`config.mk`:
```
export PLATFORM = sky130hd
export DESIGN_NAME = keyboard_joystick_matrix_port_read
export DESIGN_NICKNAME = d
export VERILOG_FILES = /design/src/kjm_pkg.sv /design/src/keyboard_joystick_matrix_port_read.sv /design/src/kjm_button_table.sv /design/src/kjm_port_eval.sv
export VERILOG_INCLUDE_DIRS = /design/src /design/src/src
export SDC_FILE = /design/constraint.sdc
export NUM_CORES = 1
export LEC_CHECK = 0
export BUFFER_PORTS_ARGS = -buffer_cell sky130_fd_sc_hd__buf_4
export CAP_MARGIN = 20
export CORE_MARGIN = 5
export CORE_UTILIZATION = 55
export CTS_CLUSTER_DIAMETER = 100
export DETAILED_ROUTE_END_ITERATION = 12
export GPL_TIMING_DRIVEN = 0
export PLACE_DENSITY_LB_ADDON = 0.08
export RECOVER_POWER = 100
export SETUP_SLACK_MARGIN = 0.1
export SLEW_MARGIN = 20
export SYNTH_ARGS = -nofsm -noshare
export SYNTH_HDL_FRONTEND = slang
export SYNTH_SLANG_ARGS = --single-unit
```
`constraint.sdc`:
```
create_clock -name i_clk -period 5.9 [get_ports i_clk]
set_input_delay 0.59 -clock i_clk [delete_from_list [all_inputs] [get_ports i_clk]]
set_output_delay 0.59 -clock i_clk [all_outputs]
set_load 0.05 [all_outputs]
```
`src/assert_macros.svh`:
```
// assertion helpers shared by the rtl
`ifndef ASSERT_MACROS_SVH
`define ASSERT_MACROS_SVH

// same-cycle implication, off while reset is held
`define KJM_ASSERT_NOW(label, clk, rst_n, ante, cons) \
    label: assert property (@(posedge clk) disable iff (!rst_n) (ante) |-> (cons)) \
        else $error("kjm assertion failed");

// next-cycle implication, off while reset is held
`define KJM_ASSERT_NEXT(label, clk, rst_n, ante, cons) \
    label: assert property (@(posedge clk) disable iff (!rst_n) (ante) |=> (cons)) \
        else $error("kjm assertion failed");

`endif

```
`src/kjm_pkg.sv`:
```
`timescale 1ns / 1ps

package kjm_pkg;

    localparam int OP_W     = 2;
    localparam int IDX_W    = 3;
    localparam int MODE_W   = 2;
    localparam int LINE_W   = 8;
    localparam int MODS_W   = 4;
    localparam int PRESS_W  = 7;
    localparam int S_DATA_W = 72;
    localparam int M_DATA_W = 8;

    // opcodes
    localparam logic [OP_W-1:0] OP_RD_A     = 2'd0;
    localparam logic [OP_W-1:0] OP_RD_B     = 2'd1;
    localparam logic [OP_W-1:0] OP_WR_ENTRY = 2'd2;
    localparam logic [OP_W-1:0] OP_SET_HELD = 2'd3;

    // entry modes, the spare code is stored but behaves as off
    localparam logic [MODE_W-1:0] MODE_OFF   = 2'd0;
    localparam logic [MODE_W-1:0] MODE_JOY   = 2'd1;
    localparam logic [MODE_W-1:0] MODE_KEY   = 2'd2;
    localparam logic [MODE_W-1:0] MODE_SPARE = 2'd3;

    // modifier matrix positions
    localparam logic [LINE_W-1:0] KEY_LSHIFT_A = 8'h02;
    localparam logic [LINE_W-1:0] KEY_LSHIFT_B = 8'h80;
    localparam logic [LINE_W-1:0] KEY_RSHIFT_A = 8'h40;
    localparam logic [LINE_W-1:0] KEY_RSHIFT_B = 8'h10;
    localparam logic [LINE_W-1:0] KEY_CMDR_A   = 8'h80;
    localparam logic [LINE_W-1:0] KEY_CMDR_B   = 8'h20;
    localparam logic [LINE_W-1:0] KEY_CTRL_A   = 8'h80;
    localparam logic [LINE_W-1:0] KEY_CTRL_B   = 8'h04;

    // bit order as in the held modifier field
    localparam logic [LINE_W-1:0] MOD_LINE_A [MODS_W] = '{
        KEY_LSHIFT_A, KEY_RSHIFT_A, KEY_CMDR_A, KEY_CTRL_A
    };
    localparam logic [LINE_W-1:0] MOD_LINE_B [MODS_W] = '{
        KEY_LSHIFT_B, KEY_RSHIFT_B, KEY_CMDR_B, KEY_CTRL_B
    };

    // table update command from the input stage
    typedef struct packed {
        logic                entry_we;
        logic                held_we;
        logic [IDX_W-1:0]    index;
        logic [MODE_W-1:0]   mode;
        logic [LINE_W-1:0]   mask_a;
        logic [LINE_W-1:0]   mask_b;
        logic [MODS_W-1:0]   mods;
    } t_tbl_wr;

    // port registers and read controls seen by the evaluator
    typedef struct packed {
        logic                port_b;
        logic                swap;
        logic                blocked;
        logic [PRESS_W-1:0]  pressed;
        logic [LINE_W-1:0]   data_a;
        logic [LINE_W-1:0]   dir_a;
        logic [LINE_W-1:0]   data_b;
        logic [LINE_W-1:0]   dir_b;
    } t_rd_req;

endpackage

```
`src/keyboard_joystick_matrix_port_read.sv`:
```
// Keyboard and joystick matrix read port. Each transfer on the slave side is
// one command, chosen by s_axis_tuser: read port A, read port B, write one
// button table entry, or set the held key with its modifiers. Only the two
// reads return a transfer on the master side, carrying the 8-bit port value;
// the other commands update the table and return nothing. A read sees every
// table update whose command was accepted earlier. Throughput is one command
// per cycle while no read waits for a free output register: a command sits in
// the input register while all table entries, the held key and the four
// modifiers are evaluated side by side in one combinational pass, and a
// read's value lands in the output register, from which it is offered on the
// master side and transfers when m_axis_tready is high. The output
// register frees the input side: while a value waits for m_axis_tready, one
// more command can still be taken, and table updates keep flowing until the
// next read reaches the input register. The joystick swap bit is written
// through i_cfg_we / i_cfg_wdata and should only change while no command is
// in flight. BUTTONS sets the table depth; only the first seven buttons have
// pressed bits, and entry indexes beyond the table are ignored.
`timescale 1ns / 1ps
`include "assert_macros.svh"

module keyboard_joystick_matrix_port_read import kjm_pkg::*; #(
    parameter int BUTTONS = 7
) (
    input  logic                i_clk,
    input  logic                i_rst_n,
    // configuration: bit 0 is the joystick swap flag
    input  logic                i_cfg_we,
    input  logic                i_cfg_wdata,
    input  logic                s_axis_tvalid,
    output logic                s_axis_tready,
    // tdata, low bit up: entry_index[2:0], entry_mode[4:3], mask_a[12:5],
    // mask_b[20:13], key_mods[24:21], data_a[32:25], dir_a[40:33],
    // data_b[48:41], dir_b[56:49], buttons_pressed[63:57],
    // inputs_blocked[64], zero fill [71:65]
    input  logic [S_DATA_W-1:0] s_axis_tdata,
    // tuser: opcode[1:0]
    input  logic [OP_W-1:0]     s_axis_tuser,
    output logic                m_axis_tvalid,
    input  logic                m_axis_tready,
    // tdata: port_value[7:0]
    output logic [M_DATA_W-1:0] m_axis_tdata
);

    // joystick swap register
    logic r_swap;

    // input register
    logic                r_s1_valid;
    logic [OP_W-1:0]     r_s1_op;
    logic [S_DATA_W-1:0] r_s1_data;

    // output register
    logic                r_out_valid;
    logic [M_DATA_W-1:0] r_out_data;

    logic        s1_is_read;
    logic        out_free;
    logic        s1_go;
    t_tbl_wr     tbl_wr;
    t_rd_req     rd_req;
    logic [LINE_W-1:0] port_value;

    logic [MODE_W-1:0] tbl_mode   [BUTTONS];
    logic [LINE_W-1:0] tbl_mask_a [BUTTONS];
    logic [LINE_W-1:0] tbl_mask_b [BUTTONS];
    logic [LINE_W-1:0] held_a;
    logic [LINE_W-1:0] held_b;
    logic [MODS_W-1:0] held_mods;

    always_ff @(posedge i_clk) begin
        if (!i_rst_n) begin
            r_swap <= 1'b0;
        end else if (i_cfg_we) begin
            r_swap <= i_cfg_wdata;
        end
    end

    // a read leaves the input register only into a free output register,
    // table updates leave at once
    assign s1_is_read    = (r_s1_op == OP_RD_A) || (r_s1_op == OP_RD_B);
    assign out_free      = !r_out_valid || m_axis_tready;
    assign s1_go         = r_s1_valid && (!s1_is_read || out_free);
    assign s_axis_tready = !r_s1_valid || s1_go;

    always_ff @(posedge i_clk) begin
        if (!i_rst_n) begin
            r_s1_valid <= 1'b0;
        end else if (s_axis_tready) begin
            r_s1_valid <= s_axis_tvalid;
        end
    end

    always_ff @(posedge i_clk) begin
        if (s_axis_tready && s_axis_tvalid) begin
            r_s1_op   <= s_axis_tuser;
            r_s1_data <= s_axis_tdata;
        end
    end

    // unpack the command fields
    always_comb begin
        tbl_wr.entry_we = s1_go && (r_s1_op == OP_WR_ENTRY);
        tbl_wr.held_we  = s1_go && (r_s1_op == OP_SET_HELD);
        tbl_wr.index    = r_s1_data[2:0];
        tbl_wr.mode     = r_s1_data[4:3];
        tbl_wr.mask_a   = r_s1_data[12:5];
        tbl_wr.mask_b   = r_s1_data[20:13];
        tbl_wr.mods     = r_s1_data[24:21];

        rd_req.port_b   = (r_s1_op == OP_RD_B);
        rd_req.swap     = r_swap;
        rd_req.data_a   = r_s1_data[32:25];
        rd_req.dir_a    = r_s1_data[40:33];
        rd_req.data_b   = r_s1_data[48:41];
        rd_req.dir_b    = r_s1_data[56:49];
        rd_req.pressed  = r_s1_data[63:57];
        rd_req.blocked  = r_s1_data[64];
    end

    kjm_button_table #(
        .BUTTONS     (BUTTONS)
    ) u_table (
        .i_clk       (i_clk),
        .i_rst_n     (i_rst_n),
        .i_wr        (tbl_wr),
        .o_mode      (tbl_mode),
        .o_mask_a    (tbl_mask_a),
        .o_mask_b    (tbl_mask_b),
        .o_held_a    (held_a),
        .o_held_b    (held_b),
        .o_held_mods (held_mods)
    );

    kjm_port_eval #(
        .BUTTONS     (BUTTONS)
    ) u_eval (
        .i_req       (rd_req),
        .i_mode      (tbl_mode),
        .i_mask_a    (tbl_mask_a),
        .i_mask_b    (tbl_mask_b),
        .i_held_a    (held_a),
        .i_held_b    (held_b),
        .i_held_mods (held_mods),
        .o_value     (port_value)
    );

    always_ff @(posedge i_clk) begin
        if (!i_rst_n) begin
            r_out_valid <= 1'b0;
        end else if (s1_go && s1_is_read) begin
            r_out_valid <= 1'b1;
        end else if (m_axis_tready) begin
            r_out_valid <= 1'b0;
        end
    end

    always_ff @(posedge i_clk) begin
        if (s1_go && s1_is_read) begin
            r_out_data <= port_value;
        end
    end

    assign m_axis_tvalid = r_out_valid;
    assign m_axis_tdata  = r_out_data;

    // a read with room ahead shows up on the master side next cycle
    `KJM_ASSERT_NEXT(a_read_reaches_out, i_clk, i_rst_n,
        r_s1_valid && s1_is_read && out_free, m_axis_tvalid)

    // table updates never create a master transfer
    `KJM_ASSERT_NEXT(a_update_no_result, i_clk, i_rst_n,
        r_s1_valid && !s1_is_read && !r_out_valid, !m_axis_tvalid)

    // an empty input register always takes a command
    `KJM_ASSERT_NOW(a_empty_ready, i_clk, i_rst_n,
        !r_s1_valid, s_axis_tready)

endmodule

```
`src/kjm_button_table.sv`:
```
`timescale 1ns / 1ps

module kjm_button_table import kjm_pkg::*; #(
    parameter int BUTTONS = 7
) (
    input  logic                i_clk,
    input  logic                i_rst_n,
    input  t_tbl_wr             i_wr,
    output logic [MODE_W-1:0]   o_mode   [BUTTONS],
    output logic [LINE_W-1:0]   o_mask_a [BUTTONS],
    output logic [LINE_W-1:0]   o_mask_b [BUTTONS],
    output logic [LINE_W-1:0]   o_held_a,
    output logic [LINE_W-1:0]   o_held_b,
    output logic [MODS_W-1:0]   o_held_mods
);

    logic [MODE_W-1:0] r_mode   [BUTTONS];
    logic [LINE_W-1:0] r_mask_a [BUTTONS];
    logic [LINE_W-1:0] r_mask_b [BUTTONS];
    logic [LINE_W-1:0] r_held_a;
    logic [LINE_W-1:0] r_held_b;
    logic [MODS_W-1:0] r_held_mods;

    // an index past the table matches no entry and is dropped
    always_ff @(posedge i_clk) begin
        if (!i_rst_n) begin
            for (int i = 0; i < BUTTONS; i++) begin
                r_mode[i]   <= MODE_OFF;
                r_mask_a[i] <= '0;
                r_mask_b[i] <= '0;
            end
        end else if (i_wr.entry_we) begin
            for (int i = 0; i < BUTTONS; i++) begin
                if (32'(i_wr.index) == i) begin
                    r_mode[i]   <= i_wr.mode;
                    r_mask_a[i] <= i_wr.mask_a;
                    r_mask_b[i] <= i_wr.mask_b;
                end
            end
        end
    end

    always_ff @(posedge i_clk) begin
        if (!i_rst_n) begin
            r_held_a    <= '0;
            r_held_b    <= '0;
            r_held_mods <= '0;
        end else if (i_wr.held_we) begin
            r_held_a    <= i_wr.mask_a;
            r_held_b    <= i_wr.mask_b;
            r_held_mods <= i_wr.mods;
        end
    end

    assign o_mode      = r_mode;
    assign o_mask_a    = r_mask_a;
    assign o_mask_b    = r_mask_b;
    assign o_held_a    = r_held_a;
    assign o_held_b    = r_held_b;
    assign o_held_mods = r_held_mods;

endmodule

```
`src/kjm_port_eval.sv`:
```
`timescale 1ns / 1ps

module kjm_port_eval import kjm_pkg::*; #(
    parameter int BUTTONS = 7
) (
    input  t_rd_req             i_req,
    input  logic [MODE_W-1:0]   i_mode   [BUTTONS],
    input  logic [LINE_W-1:0]   i_mask_a [BUTTONS],
    input  logic [LINE_W-1:0]   i_mask_b [BUTTONS],
    input  logic [LINE_W-1:0]   i_held_a,
    input  logic [LINE_W-1:0]   i_held_b,
    input  logic [MODS_W-1:0]   i_held_mods,
    output logic [LINE_W-1:0]   o_value
);

    logic [LINE_W-1:0] data_own, dir_own, data_oth, dir_oth;
    logic [LINE_W-1:0] base, filter, pull;
    logic [LINE_W-1:0] own, oth;
    logic              joy_here;
    logic              hit;

    always_comb begin
        data_own = i_req.port_b ? i_req.data_b : i_req.data_a;
        dir_own  = i_req.port_b ? i_req.dir_b  : i_req.dir_a;
        data_oth = i_req.port_b ? i_req.data_a : i_req.data_b;
        dir_oth  = i_req.port_b ? i_req.dir_a  : i_req.dir_b;
        joy_here = i_req.port_b ^ i_req.swap;
        base     = ~dir_own | (data_own & dir_own);
        // other port's driven-low lines select the columns
        filter   = ~data_oth & dir_oth;
        pull     = '0;

        for (int i = 0; i < BUTTONS; i++) begin
            own = i_req.port_b ? i_mask_b[i] : i_mask_a[i];
            oth = i_req.port_b ? i_mask_a[i] : i_mask_b[i];
            // buttons without a pressed bit never count
            hit = (i < PRESS_W) ? i_req.pressed[i % PRESS_W] : 1'b0;
            if (hit && !i_req.blocked) begin
                if (i_mode[i] == MODE_JOY) begin
                    if (joy_here) begin
                        pull = pull | i_mask_a[i];
                    end
                end else if (i_mode[i] == MODE_KEY) begin
                    if ((oth & filter) != '0) begin
                        pull = pull | own;
                    end
                end
            end
        end

        // held key ignores the block flag
        own = i_req.port_b ? i_held_b : i_held_a;
        oth = i_req.port_b ? i_held_a : i_held_b;
        if ((oth & filter) != '0) begin
            pull = pull | own;
        end

        for (int m = 0; m < MODS_W; m++) begin
            own = i_req.port_b ? MOD_LINE_B[m] : MOD_LINE_A[m];
            oth = i_req.port_b ? MOD_LINE_A[m] : MOD_LINE_B[m];
            if (i_held_mods[m] && ((oth & filter) != '0)) begin
                pull = pull | own;
            end
        end

        o_value = base & ~pull;
    end

endmodule
```
# Word-level counts from Yosys, hierarchy flattened
# Cells that the tools add are included.
dict set report totals {
  regBits 224
  latchBits 0
  ram_bits 0
  rom_bits 0
  inputBits 80
  out_inout_bits 10
  elab_cells 206
  mem_count 0
}
dict set report classes {
  add_sub_neg 0
  mul 0
  div_mod_pow 0
  magnitude_cmp 0
  eq_ne 23
  n_shift 0
  mux 70
  bitwise 37
  reduce_logical 46
}
# op count
set op_table {}
lappend op_table {{2-to-1 mux 8 bit} 66}
lappend op_table {{OR 8 bit} 18}
lappend op_table {{bitwise AND 8 bit} 15}
lappend op_table {{nonzero test 8 bit} 12}
lappend op_table {{NOT 8 bit} 3}
lappend op_table {{equality test 2 bit, second input constant} 9}
lappend op_table {{equality test 2 x 1 -> 1 bit, second input constant} 8}
lappend op_table {{logical AND 1 bit} 16}
lappend op_table {{2-to-1 mux 7 bit} 2}
lappend op_table {{AND reduction 2 bit} 7}
lappend op_table {{equality test 3 bit, second input constant} 3}
lappend op_table {{equality test 3 x 2 -> 1 bit, second input constant} 2}
lappend op_table {{logical NOT 1 bit} 4}
lappend op_table {{logical OR 1 bit} 4}
lappend op_table {{equality test 3 x 1 -> 1 bit, second input constant} 1}
lappend op_table {{logical NOT 3 bit} 1}
lappend op_table {{logical NOT 2 bit} 1}
lappend op_table {{2-to-1 mux 1 bit} 2}
lappend op_table {{nonzero test 2 bit} 1}
lappend op_table {{XOR 1 bit} 1}

# Logic depth before layout (Yosys ltp)
# Gate-level depths: netlist of run 1.
dict set report logic_depth {
  ltp_word 52
  mapped_depth 12
  mapped_depth_nobuf 8
}

# By module
# A second synthesis of run 1 with hierarchy kept.
dict set report hier_totals {
  cells_unflattened 1003
  area_unflattened_um2 10940.5
}
# mod n_inst cells_each area_each_um2 seq_area_each_um2
set modules_own_cells {}
lappend modules_own_cells {kjm_button_table 1 497 5361.4 2922.8}
lappend modules_own_cells {kjm_port_eval 1 414 3173.0 0.0}
lappend modules_own_cells {keyboard_joystick_matrix_port_read 1 92 2406.1 2312.2}

# Least setup slack after synthesis of run 1
# OpenSTA, ideal clock, no wires.
dict set report synth_path {
  kind {input -> register}
  from {input port m_axis_tready}
  to {register r_s1_data[0], enable pin}
  setup_ns 0.500
  arrival_ns 3.772
  setup_slack_ns 1.628
  path_stages 3
  path_cell_list {nand2b_1 nor2_1 nor2b_1}
}
dict set report synth_via {
  elab_chain_len 5
}
# element line
set synth_lines {}
lappend synth_lines {{from (decl)} keyboard_joystick_matrix_port_read.sv:39} ;# input logic m_axis_tready,
lappend synth_lines {{logical OR 1 bit} keyboard_joystick_matrix_port_read.sv:81} ;# assign out_free = !r_out_valid || m_axis_tready;
lappend synth_lines {{logical OR 1 bit} keyboard_joystick_matrix_port_read.sv:82} ;# assign s1_go = r_s1_valid && (!s1_is_read || out_free);
lappend synth_lines {{logical AND 1 bit} keyboard_joystick_matrix_port_read.sv:82}
lappend synth_lines {{logical OR 1 bit} keyboard_joystick_matrix_port_read.sv:83} ;# assign s_axis_tready = !r_s1_valid || s1_go;
lappend synth_lines {{logical AND 1 bit} keyboard_joystick_matrix_port_read.sv:94} ;# if (s_axis_tready && s_axis_tvalid) begin
lappend synth_lines {{to (signal assigned)} keyboard_joystick_matrix_port_read.sv:96} ;# r_s1_data <= s_axis_tdata;
lappend synth_lines {{to (decl)} keyboard_joystick_matrix_port_read.sv:50} ;# logic [S_DATA_W-1:0] r_s1_data;
# No other way between the ends.
# A chain may end at the register's enable or synchronous reset.

# Worst setup path after layout of run 1
dict set report layout_path {
  from {register r_s1_op[1]}
  to {register r_out_data[6], in the netlist m_axis_tdata[6], data pin}
}
dict set report layout_via {
  elab_chain_len 52
}
# element line
set layout_lines {}
lappend layout_lines {{from (decl)} keyboard_joystick_matrix_port_read.sv:49} ;# logic [OP_W-1:0] r_s1_op;
lappend layout_lines {{from (signal assigned)} keyboard_joystick_matrix_port_read.sv:95} ;# r_s1_op <= s_axis_tuser;
lappend layout_lines {{equality test 2 x 1 -> 1 bit *} keyboard_joystick_matrix_port_read.sv:110} ;# rd_req.port_b = (r_s1_op == OP_RD_B);
lappend layout_lines {{2-to-1 mux 8 bit} kjm_port_eval.sv:25} ;# data_oth = i_req.port_b ? i_req.data_a : i_req.data_b;
lappend layout_lines {{NOT 8 bit} kjm_port_eval.sv:30} ;# filter = ~data_oth & dir_oth;
lappend layout_lines {{bitwise AND 8 bit} kjm_port_eval.sv:30}
lappend layout_lines {{bitwise AND 8 bit} kjm_port_eval.sv:44} ;# if ((oth & filter) != '0) begin
lappend layout_lines {{nonzero test 8 bit} kjm_port_eval.sv:44}
lappend layout_lines {{2-to-1 mux 8 bit} kjm_port_eval.sv:44}
lappend layout_lines {{2-to-1 mux 8 bit} kjm_port_eval.sv:43} ;# end else if (i_mode[i] == MODE_KEY) begin
lappend layout_lines {{[37 not listed]} n/a}
lappend layout_lines {{2-to-1 mux 8 bit} kjm_port_eval.sv:61} ;# if (i_held_mods[m] && ((oth & filter) != '0)) begin
lappend layout_lines {{OR 8 bit} kjm_port_eval.sv:62} ;# pull = pull | own;
lappend layout_lines {{2-to-1 mux 8 bit} kjm_port_eval.sv:61}
lappend layout_lines {{OR 8 bit} kjm_port_eval.sv:62}
lappend layout_lines {{2-to-1 mux 8 bit} kjm_port_eval.sv:61}
lappend layout_lines {{NOT 8 bit} kjm_port_eval.sv:66} ;# o_value = base & ~pull;
lappend layout_lines {{bitwise AND 8 bit *} kjm_port_eval.sv:66}
lappend layout_lines {{net port_value[6]} keyboard_joystick_matrix_port_read.sv:61} ;# logic [LINE_W-1:0] port_value;
lappend layout_lines {{to (signal assigned)} keyboard_joystick_matrix_port_read.sv:159} ;# r_out_data <= port_value;
lappend layout_lines {{to (decl)} keyboard_joystick_matrix_port_read.sv:54} ;# logic [M_DATA_W-1:0] r_out_data;
# Mark *: on every way through the listed nets, which the timed path passes. The rest lies on a longest branch.

==> results of run 1 <==
## flip-flops by register name, summed over array words and instances, names as in the netlist
| register | flops |
|---|---|
| u_table.o_held_a | 8 |
| u_table.o_held_mods | 4 |
| r_s1_op | 2 |
| u_table.o_mask_b | 56 |
| u_table.o_held_b | 8 |
| u_table.o_mask_a | 56 |
| r_swap | 1 |
| u_table.o_mode | 14 |
| m_axis_tvalid | 1 |
| m_axis_tdata | 8 |
| r_s1_data | 65 |
| r_s1_valid | 1 |
## cell families (layout without fill, tap and decap cells)
group,count (synthesis),after routing
simple gates,498,498
buf+inv,97,225
mux,68,68
flops,224,224
xor+xnor,2,2
other cells,0,1
compound gates,294,294
## routing by layer
| metal | track usage, % | vias up | share of wire (%) |
|---|---|---|---|
| met5 | 0 | - | 0.035 |
| li1 | - | 4428 | - |
| met2 | 51.8 | 681 | 42 |
| met3 | 9.75 | 148 | 13 |
| met1 | 49.3 | 4682 | 40 |
| met4 | 15.1 | 2 | 5.2 |
## cell usage in the layout (no fill, tap or decap), types with 6 or more instances in the layout
cell       instances
nand2_1          366
dfxtp_1          149
a21boi_0         147
edfxtp_1          75
clkbuf_1          71
clkbuf_4          67
mux2i_1           65
o22ai_1           27
clkbuf_16         27
a32oi_1           22
buf_4             21
nor2b_1           20
nor2_1            19
a22oi_1           18
nand3_1           16
a21oi_1           15
o21ai_0           14
nand2b_1          13
nor3_1            12
inv_1             10
a221oi_1          10
nor3b_1            8
nor4_2             7
clkbuf_8           7
nand4_1            6
o211ai_1           6
## power breakdown
group          switching (mW)  total [mW]  internal, mW  leakage, nW
clock                   0.632        1.72          1.09        0.455
combinational           0.189       0.291         0.102         1.95
sequential             0.0196        1.65          1.63         1.93
## critical path: stages (launching register included)
cell and delay [ps]:
edfxtp_1 380, clkbuf_1 280, nor2b_1 180, clkbuf_1 390, clkbuf_1 610, clkbuf_1 690, clkbuf_1 770, mux2i_1 380
o221ai_1 220, nor4_1 610
## how the worst min path moves through the flow
stage / startpoint / to / slack [ps] / cells after the start
4_1_cts: s_axis_tdata[59] / r_s1_data[59] / 230 / 1
6_report: s_axis_tdata[59] / r_s1_data[59] / 250 / 1
2_1_floorplan: u_table.o_mode[9] / u_table.o_mode[9] / 440 / 2
5_1_grt: s_axis_tdata[59] / r_s1_data[59] / 250 / 1
3_5_place_dp: u_table.o_mode[9] / u_table.o_mode[9] / 470 / 2
3_3_place_gp: u_table.o_mode[9] / u_table.o_mode[9] / 450 / 2
## layout make-up
| class | instances | area, µm² | share of cell area, % |
|---|---|---|---|
| timing repair buffer | 84 | 583 | 4.57 |
| multi-input combinational | 862 | 5180 | 40.6 |
| clock buffer | 37 | 783 | 6.14 |
| sequential | 224 | 5240 | 41.0 |
| antenna | 1 | 2.50 | 0.0196 |
| inverter | 10 | 37.5 | 0.294 |
| buffer | 87 | 464 | 3.64 |
| tap | 265 | 332 | 2.60 |
| clock inverter | 7 | 135 | 1.06 |
## metrics by stage
step	setup WS [ps]	utilization (%)	cell area, µm²
2_1_floorplan	1630	-	10900
3_3_place_gp	180	60.7	11900
3_5_place_dp	2070	61.1	11900
4_1_cts	2020	65.8	12800
5_1_grt	1150	65.3	12800
6_report	1090	65.3	12800
==> results_dict.tcl, run 1 <==
set metrics [dict create \
    period_share_pct 81.5 \
    synth_top_cell_by_area "dfxtp_1" \
    syn_nets 1263 \
    dieArea_mm2 0.0228 \
    cts_buffers 24 \
    crit_path_end "m_axis_tdata[6]" \
    syn2layout_area_growth_pct 16.9 \
    cp_max_fo 10 \
    synth.distinct_cells 62 \
    skew_ps 23.6 \
    synth-edff-count 75 \
    powerDensity_mw_per_mm2 287 \
    drtAntennaViolNets 0 \
    required_ps 6140 \
    whs_ps 248 \
    place_hpwl_mm 29.5 \
    syn_avg_cell_area_um2 9.22 \
    instances_no_fill 1577 \
    finalSetupViolCount 0 \
    via_per_inst 6.30 \
    gp_congestion 1.05 \
    grt_max_degree 30 \
    end_kind "register" \
    ys_ff_latch 224 \
    drt_iter0_markers 1439 \
    timing.fmax_ghz 0.208 \
    cts_setup_buffers 0 \
    failed_checks "capacitance limit, slew limit" \
    cts_root_buf "clkbuf_16" \
    vias 9941 \
    drc 0 \
    gr-total-overflow 0 \
    dp.cells 1532 \
    rrSetupSlack_ps 1090 \
    cts.clk_slew.worst_paths_ps 70 \
    die_h_um 151 \
    htree_levels 1 \
    grt_pass1_vias 9274 \
    yosysTopAreaCellShare_pct 27.3 \
    critPathLaunchType "register" \
    cts_resized 0 \
    grt_first_pass_wirelength_mm 58.9 \
    relSlewSlack_pct -17.7 \
    synth.area.mux_share_pct 6.42 \
    nets 1373 \
    reg2reg_from "r_s1_op[1]" \
    r2r_end "m_axis_tdata[6]" \
    synthArstFlopShare_pct 0 \
    min_period_ps 4810 \
    drv_cap 2 \
    synthTopCellsByCount "366 x nand2_1, 149 x dfxtp_1, 147 x a21boi_0" \
    synth_most_common_cell "nand2_1" \
    cts_tree "done" \
    total_power_mw 3.66 \
    worstHoldPathType "in -> reg" \
    nFillCells 1711 \
    synth-xor-area-share_pct 0.229 \
    final_max_slew_viol_count 23 \
    crit_start "r_s1_op[1]" \
    first_pass_iters 6 \
    worst-r2r-cell-count 9 \
    synth_area_leaders "dfxtp_1 27%, edfxtp_1 21%, nand2_1 13%" \
    rows 51 \
    cts_buffer_depth 3 \
    ys_warn_count 0 \
    drt-total-wl_mm 40.5 \
    leakage_nw 4.33 \
    ys.flop_type "dfxtp_1" \
    numPortBuffers 81 \
    tns_ps 0 \
    wire_per_inst_um 25.7 \
    critPathArrivalTime_ps 5050 \
    synth_fa_ha_area_share_pct 0 \
    initial_core_util_pct 55.9 \
    synth_top_family_by_area "simple AND/OR/NAND/NOR gates" \
    synth_cells 1183 \
    rsz0062_at_grt "no" \
    synth-compound-area-share_pct 20.0 \
    clock_latency_ps 540 \
    worstMarginPinSlew_ps 1760 \
    ios 90 \
    outcome "complete, but fails checks" \
    coreArea_mm2 0.0195 \
    cts_num_sinks 224 \
    grtUsageTotal_pct 35.4 \
    synth_seq_area_share_pct 48.0 \
    antenna_found_initial 1 \
    yosys.area_share.simple_pct 20.7 \
    hold_violations 0 \
    postCtsHoldBufs 0 \
    criticalPathCategory "reg -> reg" \
    die_w_um 151 \
    ir_worst_vdd_v 0.000294 \
    drive_above_1_share_pct 12.7 \
    synth_area_mm2 0.0109 \
]
Note: power is estimated with default switching activity, not from simulation.
==> inputs of run 2 (changes only) <==
- ABC_AREA: unset -> 1
- clock period: 5.9 -> 4.6 ns (I/O delays scaled with it)
==> results_dict.tcl, run 2 <==
set metrics [dict create \
    yosysTopAreaCellShare_pct 26.3 \
    cts_buffer_depth 3 \
    ir_worst_vdd_v 0.000352 \
    top_register "r_s1_data" \
    synthTopCellsByCount "566 x nand2_1, 268 x nor2_1, 209 x o21ai_0" \
    ios 90 \
    hold_violations 0 \
    reg2reg_from "r_s1_op[0]" \
    leakage_nw 5.86 \
    grtUsageTotal_pct 35.5 \
    htree_levels 1 \
    syn2layout_area_growth_pct 15.1 \
    critPathArrivalTime_ps 4080 \
    layout_common_cells "567 x nand2_1, 271 x nor2_1, 211 x o21ai_0, 149 x dfxtp_1, 111 x a21oi_1" \
    coreArea_mm2 0.0202 \
    cts_buffers 26 \
    synth_area_leaders "dfxtp_1 26%, edfxtp_1 20%, nand2_1 19%" \
    drt-total-wl_mm 43.3 \
    whs_ps 98.5 \
    synth_most_common_cell "nand2_1" \
    place_hpwl_mm 28.9 \
    syn_avg_cell_area_um2 6.79 \
    min_period_ps 3800 \
    failed_checks "capacitance limit, slew limit" \
    initial_core_util_pct 56.0 \
    multi_input_area_mm2 0.00529 \
    min_from "i_cfg_we" \
    seqPwrFrac_pct 47.8 \
    drv_cap 1 \
    synth_cells 1668 \
    p_sw_share_pct 26.3 \
    largest_reg_flops 65 \
    cts_setup_buffers 0 \
    drc 0 \
    drt_iter0_markers 1847 \
    diodes 0 \
    gp_congestion 1.06 \
    vias 11973 \
    finalSetupViolCount 0 \
    cts.clk_slew.worst_paths_ps 60 \
    cts_root_buf "clkbuf_16" \
    synth_top_cell_by_area "dfxtp_1" \
    power.internal_mw 3.32 \
    worstHoldPathType "in -> reg" \
    required_ps 4880 \
    path_common_cell "nand2_1" \
    postCtsHoldBufs 0 \
    clkPwrFrac_pct 43.1 \
    dieArea_mm2 0.0236 \
    synthArstFlopShare_pct 0 \
    timing.fmax_ghz 0.263 \
    synth-edff-count 75 \
    nets 1859 \
    outcome "complete, but fails checks" \
    crit_chain "clkinv_1, nor2_1, nand2_1, nand2_1, nand2_1, nand2_1, nor2_1, nand2_1, nand2_1, nand2_1, nand2_1, nand2_1, nor2_1, nand2_1, nor2_1" \
    drive_above_1_share_pct 8.73 \
    via_per_inst 5.79 \
    grt_pass1_vias 10704 \
    cp_max_fo 9 \
    clock_latency_ps 550 \
    gr-total-overflow 0 \
    skew_ps 28.9 \
    drtAntennaViolNets 0 \
    cts_num_sinks 224 \
    wire_per_inst_um 20.9 \
    ys.flop_type "dfxtp_1" \
    grt_max_degree 28 \
    end_kind "register" \
    ys_warn_count 0 \
    syn_nets 1748 \
    antenna_found_initial 0 \
    worstMarginPinSlew_ps 1630 \
    cts_resized 0 \
    finalWorstSetupSlack_ps 803 \
    numPortBuffers 81 \
    layout_commonest_cell "nand2_1" \
    dp_slack_ps 1810 \
    period_share_pct 82.6 \
    criticalPathCategory "reg -> reg" \
    relSlewSlack_pct -8.78 \
    slowest_stage "nor2_1" \
    die_w_um 154 \
    seq_area_mm2 0.00524 \
    die_h_um 154 \
    final_max_slew_viol_count 22 \
    ys_ff_latch 224 \
    powerDensity_mw_per_mm2 345 \
    synth_area_mm2 0.0113 \
    switching_power_mw 1.18 \
    combPwrFrac_pct 9.1 \
    synth_seq_area_share_pct 46.2 \
    cts_tree "done" \
    synth.distinct_cells 25 \
    tns_ps 0 \
    critPathLaunchType "register" \
    rsz0062_at_grt "no" \
    max_stage_delay_ps 980 \
    nFillCells 1875 \
    rows 52 \
    grt_first_pass_wirelength_mm 64.0 \
    crit_start "r_s1_op[0]" \
    first_pass_iters 6 \
]
-- run 2: changes by cell type after synthesis, sizes merged, moves of 42 or more --
cell    previous run  this run
a21boi           147         0
nand3             16        58
a21oi             19       111
o21ai             17       220
nor2              19       271
mux2i             68         2
inv               10       105
nand2            366       583
-- run 2: cell type report --
cell class	count	area share [%]
sequential	224	40.1
clock inverter	14	0.624
timing repair buffer	83	4.53
multi-input combinational	1256	40.6
buffer	81	2.93
clock buffer	34	5.55
inverter	107	3.08
tap	270	2.59
-- run 2: routing by layer --
metal,track usage (%),part of all wire [%],up-vias
met4,18.6,6.5,0
met3,9.36,14,188
li1,-,-,5576
met5,0,0,-
met2,51.5,41,850
met1,48.8,38,5359
-- run 2: power by group through the flow --
stage | Sequential [mW] | Combinational (mW) | Clock, mW
after global placement | 2.19 | 0.391 | 0
after detailed placement | 2.19 | 0.400 | 0
after floorplan | 2.18 | 0.193 | 0
final | 2.15 | 0.412 | 1.94
after CTS | 2.15 | 0.401 | 1.95
after global routing | 2.15 | 0.426 | 2.04
-- run 2: worst paths after layout --
check	cells past startpoint	slack [ps]	to
max	15	800	m_axis_tdata[5]
min	2	100	r_swap
max reg2reg	15	800	m_axis_tdata[5]
min reg2reg	2	460	u_table.o_held_mods[0]
-- run 2: kinds of logic (layout without fill, tap and decap cells) --
| family | after synthesis | after routing | synth area share [%] |
|---|---|---|---|
| AOI/OAI and AO/OA | 337 | 337 | 15.0 |
| buffers and inverters | 188 | 319 | 6.91 |
| DFF | 224 | 224 | 46.2 |
| muxes | 2 | 2 | 0.177 |
| and+or+nand+nor | 917 | 917 | 31.7 |
-- run 2: per-stage QoR --
stage	util, %	std cells	power [mW]	instance area, µm²
2_1_floorplan	-	1668	2.37	11300
3_3_place_gp	60.7	2019	2.58	12300
3_5_place_dp	61.0	2021	2.59	12300
4_1_cts	64.9	2069	4.50	13100
5_1_grt	64.4	2069	4.62	13000
6_report	64.4	2069	4.50	13000
-- run 2: critical path, delay by kind of cell (launching register included) --
| kind | cells | cell delay, ps |
|---|---|---|
| AND/OR/NAND/NOR | 14 | 2930 |
| flip-flops | 1 | 490 |
| buffers and inverters | 1 | 100 |
==> inputs of run 3 (changes only) <==
- ABC_AREA: 1 -> 0
- CORE_UTILIZATION: 55 -> 54
- clock period: 4.6 -> 3.35 ns (I/O delays scaled with it)
==> results_dict.tcl, run 3 (synthesis results as in run 1) <==
set metrics [dict create \
    cp_max_fo 10 \
    coreArea_mm2 0.0200 \
    min_to "r_s1_valid" \
    grt_max_degree 31 \
    gp_congestion 1.11 \
    place_area_mm2 0.0119 \
    end_kind "register" \
    die_h_um 152 \
    nFillCells 1669 \
    htree_levels 1 \
    period_share_pct 98.3 \
    layout_common_cells "366 x nand2_1, 149 x dfxtp_1, 147 x a21boi_0, 75 x edfxtp_1, 70 x clkbuf_4" \
    p_sw_share_pct 23.9 \
    grtUsageTotal_pct 34.9 \
    cts_buffers 24 \
    cp_top_family "simple AND/OR/NAND/NOR gates" \
    cts_buffer_depth 3 \
    cts.clk_slew.worst_paths_ps 60 \
    antenna_found_initial 2 \
    via_per_inst 6.17 \
    skew_ps 8.69 \
    reg2reg_from "r_s1_op[1]" \
    failed_checks "capacitance limit, slew limit" \
    dp.cells 1536 \
    cts_tree "done" \
    nets 1450 \
    max_stage_delay_ps 430 \
    worstMarginPinSlew_ps 2070 \
    gr-total-overflow 0 \
    initial_core_util_pct 54.4 \
    r2r_end "m_axis_tdata[0]" \
    switching_power_mw 1.49 \
    ios 90 \
    power.internal_mw 4.72 \
    combPwrFrac_pct 10.1 \
    drc 0 \
    leakage_nw 4.71 \
    numPortBuffers 81 \
    hold_depth 2 \
    largest_reg_flops 65 \
    clock_latency_ps 530 \
    first_pass_iters 6 \
    drive_above_1_share_pct 14.3 \
    final_area_mm2 0.0136 \
    drv_cap 2 \
    finalSetupViolCount 0 \
    whs_ps 30.6 \
    syn2layout_area_growth_pct 24.8 \
    criticalPathCategory "reg -> reg" \
    timing.fmax_ghz 0.304 \
    cts_root_buf "clkbuf_16" \
    seqPwrFrac_pct 47.0 \
    layout_commonest_cell "nand2_1" \
    dieArea_mm2 0.0231 \
    clkPwrFrac_pct 43.0 \
    top_register "r_s1_data" \
    total_power_mw 6.21 \
    ir_worst_vdd_v 0.000532 \
    drt_iter0_markers 1334 \
    path_buf_inv 4 \
    instances_no_fill 1658 \
    powerDensity_mw_per_mm2 456 \
    drt-total-wl_mm 42.1 \
    die_w_um 152 \
    rows 52 \
    crit_chain "nand2b_1, buf_6, buf_12, buf_6, a32oi_2, o21ai_0, nor4_4, buf_4, nor4b_4, a22oi_1, nand4_1, nor3_1" \
    vias 10228 \
    rrSetupSlack_ps 60 \
    min_from "s_axis_tvalid" \
    grt_pass1_vias 9790 \
    grt_first_pass_wirelength_mm 61.6 \
    slowest_stage "nor4_4" \
    finish.utilization_pct 68.0 \
    required_ps 3660 \
    place_hpwl_mm 29.5 \
    path_common_cell "buf_6" \
    relSlewSlack_pct -38.5 \
    critPathArrivalTime_ps 3610 \
    worstHoldPathType "in -> reg" \
    diodes 0 \
    cts_num_sinks 224 \
    final_max_slew_viol_count 30 \
    min_period_ps 3290 \
    rsz0062_at_grt "yes" \
    wire_per_inst_um 25.4 \
    critPathLaunchType "register" \
    drtAntennaViolNets 0 \
    worst-r2r-cell-count 12 \
    outcome "complete, but fails checks" \
    hold_violations 0 \
]
==> run 3: worst max path at each step <==
| stage | from | to | slack, ps | cells past startpoint |
|---|---|---|---|---|
| after floorplan | m_axis_tvalid | r_s1_data[0] | 450 | 3 |
| after global placement | r_s1_op[0] | m_axis_tdata[6] | -400 | 9 |
| after detailed placement | r_s1_op[0] | m_axis_tdata[6] | -460 | 9 |
| after CTS | r_s1_op[1] | m_axis_tdata[5] | 70 | 11 |
| after global routing | r_s1_op[0] | m_axis_tdata[6] | 10 | 11 |
| final | r_s1_op[1] | m_axis_tdata[0] | 60 | 12 |
==> run 3: per-stage QoR <==
stage / setup WS [ps] / TNS (ps)
global placement: -399 / -27170
finish: 57.2 / 0
CTS: 67.5 / 0
detailed placement: -465 / -1700
floorplan: 450 / 0
global route: 12.9 / 0
==> run 3: power groups by stage <==
stage | registers (mW) | clock network [mW] | logic (mW)
after floorplan | 2.97 | 0 | 0.265
after global placement | 2.97 | 0 | 0.507
after detailed placement | 2.97 | 0 | 0.519
after CTS | 2.91 | 2.69 | 0.596
after global routing | 2.92 | 2.80 | 0.642
final | 2.92 | 2.67 | 0.625
==> run 3: layer usage <==
layer  up-vias  routed length, µm  track usage (%)
li1       4583                  -                -
met1      4837              16500             48.1
met2       664              18200             52.0
met3       144               5030             8.15
met4         0               2350             16.6
met5         -                  0                0
==> run 3: cell type report <==
cell class,count,area (µm²),area share [%]
Multi-Input combinational cell,862,5360,39.3
Tap cell,270,338,2.48
Inverter,10,37.5,0.276
Timing Repair Buffer,161,1370,10.1
Clock buffer,39,741,5.44
Buffer,87,484,3.56
Clock inverter,5,52.6,0.386
Sequential cell,224,5240,38.4
==> run 3: timing repair <==
action / in CTS / in global routing
setup buffers: 2 / 9
hold buffers: 67 / 0
hold endpoints to repair: 67 / 0
pin swaps: 0 / 8
setup endpoints to repair: 8 / 8
cloned: 0 / 0
resized for setup: 16 / 23
